===== config.mk =====
export PLATFORM = sky130hd
export DESIGN_NAME = fast_ram
export DESIGN_NICKNAME = d
export VERILOG_FILES = /design/src/rtl/fast_ram.sv
export SDC_FILE = /design/constraint.sdc
export NUM_CORES = 1
export LEC_CHECK = 0
export ABC_CLOCK_PERIOD_IN_PS = 4200
export BUFFER_PORTS_ARGS = -buffer_cell sky130_fd_sc_hd__buf_2
export CAP_MARGIN = 15
export CORE_UTILIZATION = 60
export CTS_CLUSTER_SIZE = 25
export DETAILED_ROUTE_END_ITERATION = 10
export PLACE_DENSITY = 0.81
export SETUP_SLACK_MARGIN = 0.4
export SYNTH_ARGS = -nofsm -noshare
export SYNTH_HDL_FRONTEND = slang
export SYNTH_SLANG_ARGS = --single-unit

===== constraint.sdc =====
create_clock -name clk_i -period 4.2 [get_ports clk_i]
set_input_delay 1.26 -clock clk_i [delete_from_list [all_inputs] [get_ports clk_i]]
set_output_delay 1.26 -clock clk_i [all_outputs]
set_load 0.005 [all_outputs]

===== src/rtl/fast_ram.sv =====
`default_nettype none
module fast_ram #(
  parameter int unsigned Width = 8,
  parameter int unsigned Depth = 64
) (
  input  wire logic                     clk_i,
  input  wire logic                     we_i,
  input  wire logic [$clog2(Depth)-1:0] waddr_i,
  input  wire logic [Width-1:0]         wdata_i,
  input  wire logic [$clog2(Depth)-1:0] raddr_i,
  output logic      [Width-1:0]         rdata_o
);

  logic [Width-1:0] mem_q [Depth];

  always_ff @(posedge clk_i) begin
    if (we_i) begin
      mem_q[waddr_i] <= wdata_i;
    end
    rdata_o <= mem_q[raddr_i];
  end

endmodule
`default_nettype wire


==> impl_results.md, run 1 <==
* Outcome: finished, final reports clean
* Synth-to-Final Area Change at 12.19%
* Die W at about 190 microns
* Number of CTS-inserted buffers at 50
* Source-to-sink clock delay at the later pin of the worst-skew pair at 0.56 ns
* Crit path launch type: input port
* IO buf count at 29
* Total wire length at 45.77 mm
* Startpoint-to-endpoint class of the critical path: in -> reg
* First-pass GRT wire length at roughly 67 mm
* Number of slew-limit violations in the final report at 0
* Number of antenna violations at the first check in global routing at 4
* Standard cell core area at around 33000 sq um
* Detailed-route wire length per cell at 30.51 microns
* Clock-pin slew reported for the worst setup and hold paths after clock tree synthesis at approximately 0.070 ns
* Avg Synthesized Cell Area at approximately 21 sq um
* DR vias/cell at 6.787
* Worst Path Arrival at 3.47 ns
* Pin count of the biggest net entering global routing at 65
* Netlist area before placement at ~20000 sq um
* Remaining DRCs at 0
* Worst hold endpoint: rdata_o[1]
* Number of sinks on the clock net at between 500 and 600
* Mapped Nets at a little under 1000
* Origin of the worst setup path: raddr_i[0]
* Count of cells along the worst register-to-register path at 5
* Number of H-tree levels at 2
* TritonCTS clock tree: yes
* Power Dens Cells at 479.9 nW/um^2
* Synth Instances at 940
* Critical path data required time at 4.63 ns
* Setup TNS at 0 ns
* Cell at the root of the clock tree: sky130_fd_sc_hd__clkbuf_16
* Deepest clock path buffer count at 3
* Flip-flop and latch count after synthesis at 520
* Final critical delay including setup and external delays at 3.041 ns
* Total number of vias at about 10000
* Leakage power figure at 7.131 nW
* Max_slew headroom at 0.1789
* Final cycle utilization of the critical path at 0.7240
* Fraction of registers with async set or reset after synthesis at 0
* FF-to-FF Start: mem_q[21][6]
* R2R Setup Slk at between 2 and 2.5 ns
* Maximum clock frequency at around 0.33 GHz
* EDFF count, synth at 512
* Leading register cell type out of synthesis: sky130_fd_sc_hd__edfxtp_1
* Setup slack after placement at 0.5773 ns
* Detailed Place HPWL at between 20 and 30 mm
* Hold Path Stages at 4
* Drt first-iter violations at 1414
* Type of the most critical hold path: reg -> reg
* Final Hold Viols at 0
* IR Drop Worst-Case VDD at between 200 and 300 uV
* Number of detailed-route iterations in the first pass at 5
* Row cnt at 66
* Min setup slack post-route at roughly 1.2 ns
* Via count of the first global-routing pass at 10210
* Maximum net fanout on the critical path at 27
* Share of cells above drive strength 1 at 0.2682
* Die area at ~34000 sq um
* Endpoint of the worst-slack reg-to-reg timing path: rdata_o[6]
* Transition time of the tightest slew-check pin at 1.232 ns
* Hold path startpoint: mem_q[35][1]
* Overflow after GRT at 0
* Final-stage net count at between 1000 and 1500
* Top-level port count at 30
* Number of different library cells in the post-synthesis netlist at 40
* Final clock skew at 0.01272 ns
* Number of gates resized after cts at 0
* CP Capture Type: flip-flop
* Portion of the post-synthesis area used by sequential elements at 0.7703
* Number of buffers inserted for hold repair after clock tree synthesis at 0
* Weighted congestion reported at the end of routability-driven placement at between 0.8 and 0.9
* Total global routing track utilization at 0.2785
* Number of max-cap violations at 0
* Final number of setup-violating endpoints at 0
* Post CTS Setup Buffer Count at 0
* Yosys synthesis warning count at 0
* Die span in y at approximately 190 microns
* RSZ-0062 raised after global routing: no
* Initial cell density of the core at 0.6151
* Antenna-violating nets left at 0
[worst max-delay path by stage]
stage | end | slack, ns | cells past startpoint
detailed placement | rdata_o[6] | 0.58 | 7
CTS | rdata_o[6] | 1.12 | 7
floorplan | rdata_o[3] | 1.27 | 7
global placement | rdata_o[6] | 0.65 | 7
finish | rdata_o[6] | 1.16 | 7
global route | rdata_o[6] | 1.09 | 7
[sequential cells by signal, summed over array words and instances, names as in the netlist]
name	count
rdata_o	8
mem_q	512
[cells in the final DEF, fill, tap and decap left out, drive strengths merged]
cell       n
o221ai     8
clkbuf    67
nor2b     14
nand3b     3
nand2b     7
o22ai      8
and2       1
a211oi     4
o311ai     1
dfxtp      8
o41ai      2
o21a       2
diode      3
o2bb2ai    3
nand2     19
edfxtp   512
nand4b     1
nor2      83
o2111ai    3
mux4     126
nand3     13
bufinv     7
or3        1
nand4      2
a221oi     6
nor4       2
clkinv    17
o21ai      4
a22oi      3
a2111oi    2
a21oi      3
o32ai      2
buf       75
a31oi      1
o221a      2
mux2      13
nor3       7
mux2i     23
[per-layer routing]
layer  global-route usage  wire length (microns)  vias to the layer above
met5                    0                     25                        -
met4               0.1101                   1491                        4
met3              0.04817                   4753                      120
met2               0.4427                  22510                      749
met1               0.3902                  16990                     5222
li1                     -                      -                     4086
[synthesized netlist by cell type, drive strengths merged, types with 2 or more instances]
cell type	instances	area (sq um)
o2111ai	3	26.28
nand2b	7	43.79
o221ai	8	70.07
nor3	7	35.03
nor4	2	12.51
a21oi	3	15.01
nand3	13	65.06
a211oi	4	30.03
edfxtp	512	15370
o21a	2	15.01
nor2b	14	87.58
nor2	83	311.6
a2111oi	2	17.52
o22ai	8	50.05
mux4	126	2838
o32ai	2	17.52
o41ai	2	17.52
o221a	2	22.52
o2bb2ai	3	26.28
o21ai	4	20.02
mux2	13	146.4
clkbuf	17	63.81
nand2	19	71.32
a221oi	6	52.55
a22oi	3	22.52
nand3b	3	22.52
nand4	2	12.51
mux2i	23	230.2
buf	34	252.7
dfxtp	8	160.2
[area by class of cell]
class / instances / area, sq um
Sequential cell: 520 / 15530
Fill cell: 1903 / 10160
Multi-Input combinational cell: 369 / 4315
Clock buffer: 66 / 1375
Tap cell: 442 / 553.0
Timing Repair Buffer: 76 / 549.3
Clock inverter: 24 / 289.0
Antenna cell: 3 / 7.507
[logic make-up (layout without fill, tap and decap cells)]
group,after synthesis,count (layout),share of synthesized area
buf+inv,51,166,0.01570
simple gates,153,153,0.03387
mux,162,162,0.1594
other cells,0,3,0
flops,520,520,0.7703
compound gates,54,54,0.02072
[worst max-delay path: stages]
cell and delay [ns]:
sky130_fd_sc_hd__clkbuf_8 0.31, sky130_fd_sc_hd__buf_12 0.27, sky130_fd_sc_hd__mux4_2 0.56, sky130_fd_sc_hd__mux2_2 0.30, sky130_fd_sc_hd__o221a_2 0.29, sky130_fd_sc_hd__nor3_1 0.32, sky130_fd_sc_hd__o32ai_1 0.15
[metrics by stage]
stage	cells	util	hold WS [ns]	cell area [sq um]	total power (W)
final	1500	0.6901	0.8549	22620	0.01086
after global routing	1499	0.6900	0.8924	22620	0.01110
after CTS	1497	0.6899	0.8695	22620	0.01088
after detailed placement	1407	0.6391	0.8231	20950	0.006396
after global placement	1407	0.6391	0.8006	20950	0.006378
after floorplan	940	-	0.7183	20170	0.006169
[power breakdown]
group          switching, W  total, W  internal (W)
sequential        0.0000200   0.00577       0.00575
clock               0.00184   0.00456       0.00272
combinational      0.000329  0.000532      0.000203
(Power assumes the default switching activity.)
==> run 2, diff against run 1 <==
--- a/config.mk
+++ b/config.mk
@@ -5,13 +5,13 @@
 export SDC_FILE = /design/constraint.sdc
 export NUM_CORES = 1
 export LEC_CHECK = 0
-export ABC_CLOCK_PERIOD_IN_PS = 4200
+export ABC_CLOCK_PERIOD_IN_PS = 2600
 export BUFFER_PORTS_ARGS = -buffer_cell sky130_fd_sc_hd__buf_2
 export CAP_MARGIN = 15
-export CORE_UTILIZATION = 60
+export CORE_UTILIZATION = 56
 export CTS_CLUSTER_SIZE = 25
 export DETAILED_ROUTE_END_ITERATION = 10
-export PLACE_DENSITY = 0.81
+export PLACE_DENSITY = 0.8
 export SETUP_SLACK_MARGIN = 0.4
 export SYNTH_ARGS = -nofsm -noshare
 export SYNTH_HDL_FRONTEND = slang
==> constraint.sdc (replaced) <==
create_clock -name clk_i -period 2.6 [get_ports clk_i]
set_input_delay 0.78 -clock clk_i [delete_from_list [all_inputs] [get_ports clk_i]]
set_output_delay 0.78 -clock clk_i [all_outputs]
set_load 0.005 [all_outputs]
==> impl_results.md, run 2 (synthesis gave the netlist of run 1 again) <==
* Outcome: finished, final reports clean
* Leakage power figure at 7.776 nW
* Slowest cell delay on critical path at around 0.55 ns
* Final Hold Viols at 0
* Antenna-violating nets left at 0
* Startpoint-to-endpoint class of the critical path: in -> reg
* Total global routing track utilization at 0.2599
* Number of CTS-inserted buffers at 50
* Die span in y at approximately 190 microns
* Flop pwr share at 0.530
* Top register by number of flip-flops: mem_q
* Number of flip-flops under the largest register name at approximately 510
* RSZ-0062 raised after global routing: yes
* Design internal power at 0.01391 W
* Remaining DRCs at 0
* Number of max-cap violations at 0
* Setup slack after placement at -0.4047 ns
* Initial cell density of the core at 0.5684
* Final-stage net count at 1146
* Reported net switching power at 0.003649 W
* Total wire length at 46.01 mm
* Count of buffer and inverter cells on the critical path at 4
* Most congested layer reported by global routing: met2
* Standard cell core area at ~35000 sq um
* Synth-to-Final Area Change at 17.76%
* Share of cells above drive strength 1 at 0.3593
* Top flop regs: mem_q x512, rdata_o x8
* Power Dens Cells at approximately 740 nW/um^2
* Final number of setup-violating endpoints at 0
* Deepest clock path buffer count at 3
* Drt first-iter violations at ~1300
* Filler Cell Count at 2118
* Total number of vias at 10430
* Detailed-route wire length per cell at ~28 microns
* DR vias/cell at 6.404
* Max_slew headroom at 0.5127
* Commonest non-fill, non-tap cell in the layout: sky130_fd_sc_hd__edfxtp_1
* Via count of the first global-routing pass at 10610
* Number of antenna violations at the first check in global routing at 2
* Maximum clock frequency at 0.4553 GHz
* Row cnt at between 60 and 70
* Slowest stage cell on the critical path: sky130_fd_sc_hd__a2111oi_2
* TritonCTS clock tree: yes
* Largest delay contributor family on the critical path: buffers and inverters
* Fraction of met1 tracks used by global routing at 0.3471
* Top-level port count at 30
* IO buf count at 29
* Number of buffers inserted for hold repair after clock tree synthesis at 0
* R2R Setup Slk at 0.57 ns
* Overflow after GRT at 0
* Cell at the root of the clock tree: sky130_fd_sc_hd__clkbuf_16
* Routing usage on met2 at 0.4159
* Cell chain of the critical path: clkbuf_16 > buf_16 > buf_12 > mux4_2 > a2111oi_2 > buf_4 > o41ai_1
* Transition time of the tightest slew-check pin at 0.7310 ns
* Clock-pin slew reported for the worst setup and hold paths after clock tree synthesis at 0.06 ns
* Maximum net fanout on the critical path at 14
* Crit path launch type: input port
* Switching portion of total power at 0.2078
* Worst Path Arrival at about 2.7 ns
* Min setup slack post-route at 0.4037 ns
* First-pass GRT wire length at roughly 68 mm
* Type of the most critical hold path: in -> reg
* Die W at 191.8 microns
* Number of sinks on the clock net at 520
* IR Drop Worst-Case VDD at 517.1 uV
* Comb pwr share at 0.056
* Number of slew-limit violations in the final report at 0
* Commonest non-fill, non-tap cells in the layout: sky130_fd_sc_hd__edfxtp_1 (512), sky130_fd_sc_hd__buf_4 (135), sky130_fd_sc_hd__mux4_2 (126), sky130_fd_sc_hd__nor2_1 (74), sky130_fd_sc_hd__clkbuf_16 (52)
* Source-to-sink clock delay at the later pin of the worst-skew pair at about 0.59 ns
* Final critical delay including setup and external delays at 2.196 ns
* Number of H-tree levels at 2
* Number of detailed-route iterations in the first pass at 6
* Detailed Place HPWL at 29.08 mm
* Final cycle utilization of the critical path at 0.8447
* Critical path data required time at 3.06 ns
* Final clock skew at 0.02117 ns
* GR Layer Usage met3 at 0.05865
* Pin count of the biggest net entering global routing at 65
* Die area at 36780 sq um
* Setup TNS at 0 ns
* Clock network power share at 0.413
* Weighted congestion reported at the end of routability-driven placement at about 0.85
* CP Capture Type: flip-flop
[run 2: worst reg2reg max path: stages, from the launching register on]
cell	delay [ns]
sky130_fd_sc_hd__edfxtp_1	0.37
sky130_fd_sc_hd__mux4_2	0.48
sky130_fd_sc_hd__mux2_2	0.29
sky130_fd_sc_hd__o221a_2	0.28
sky130_fd_sc_hd__nor3_1	0.24
sky130_fd_sc_hd__buf_4	0.18
sky130_fd_sc_hd__o32ai_1	0.08
[run 2: power groups by stage]
| stage | combinational (W) | clock [W] | sequential [W] |
|---|---|---|---|
| 2_1_floorplan | 0.000509 | 0 | 0.00947 |
| 3_3_place_gp | 0.000928 | 0 | 0.00948 |
| 3_5_place_dp | 0.000958 | 0 | 0.00948 |
| 4_1_cts | 0.000971 | 0.00734 | 0.00931 |
| 5_1_grt | 0.00104 | 0.00763 | 0.00931 |
| 6_report | 0.000992 | 0.00726 | 0.00931 |
[run 2: worst paths after layout]
path	startpoint	to	cells past startpoint
worst min-delay path	raddr_i[5]	rdata_o[0]	3
worst min register to register	mem_q[27][6]	rdata_o[6]	3
worst max-delay path	raddr_i[0]	rdata_o[3]	7
worst max register to register	mem_q[28][4]	rdata_o[4]	6
[run 2: cell type report]
| cell class | count | area, sq um | share of cell area |
|---|---|---|---|
| diodes | 1 | 2.502 | 0.0001054 |
| clock inverters | 28 | 297.8 | 0.01254 |
| multi-input cells | 369 | 4403 | 0.1854 |
| well taps | 461 | 576.8 | 0.02429 |
| repair buffers | 183 | 1570 | 0.06612 |
| clock buffers | 66 | 1363 | 0.05738 |
| flip-flops and latches | 520 | 15530 | 0.6542 |
[run 2: per-stage QoR]
stage	hold WS, ns	utilization	total power (W)	cell area (sq um)	instances
final	0.6325	0.6693	0.01756	23750	1628
after global placement	0.8050	0.6196	0.01041	21990	1529
after floorplan	0.7260	-	0.009980	20260	940
after CTS	0.5996	0.6671	0.01761	23670	1623
after global routing	0.6504	0.6692	0.01797	23750	1627
after detailed placement	0.8116	0.6196	0.01044	21990	1529
[run 2: metal layers]
| metal | share of wire | up-vias |
|---|---|---|
| li1 | - | 4302 |
| met4 | 0.042 | 4 |
| met2 | 0.49 | 644 |
| met3 | 0.099 | 126 |
| met1 | 0.37 | 5349 |
| met5 | 0.00059 | - |
[run 2: repair_timing]
| action | in CTS | in global routing |
|---|---|---|
| pin swaps | 0 | 1 |
| cloned | 0 | 0 |
| endpoints found under the hold margin | 0 | 0 |
| setup endpoints to repair | 7 | 4 |
| setup buffers | 0 | 4 |
| resized for setup | 6 | 7 |
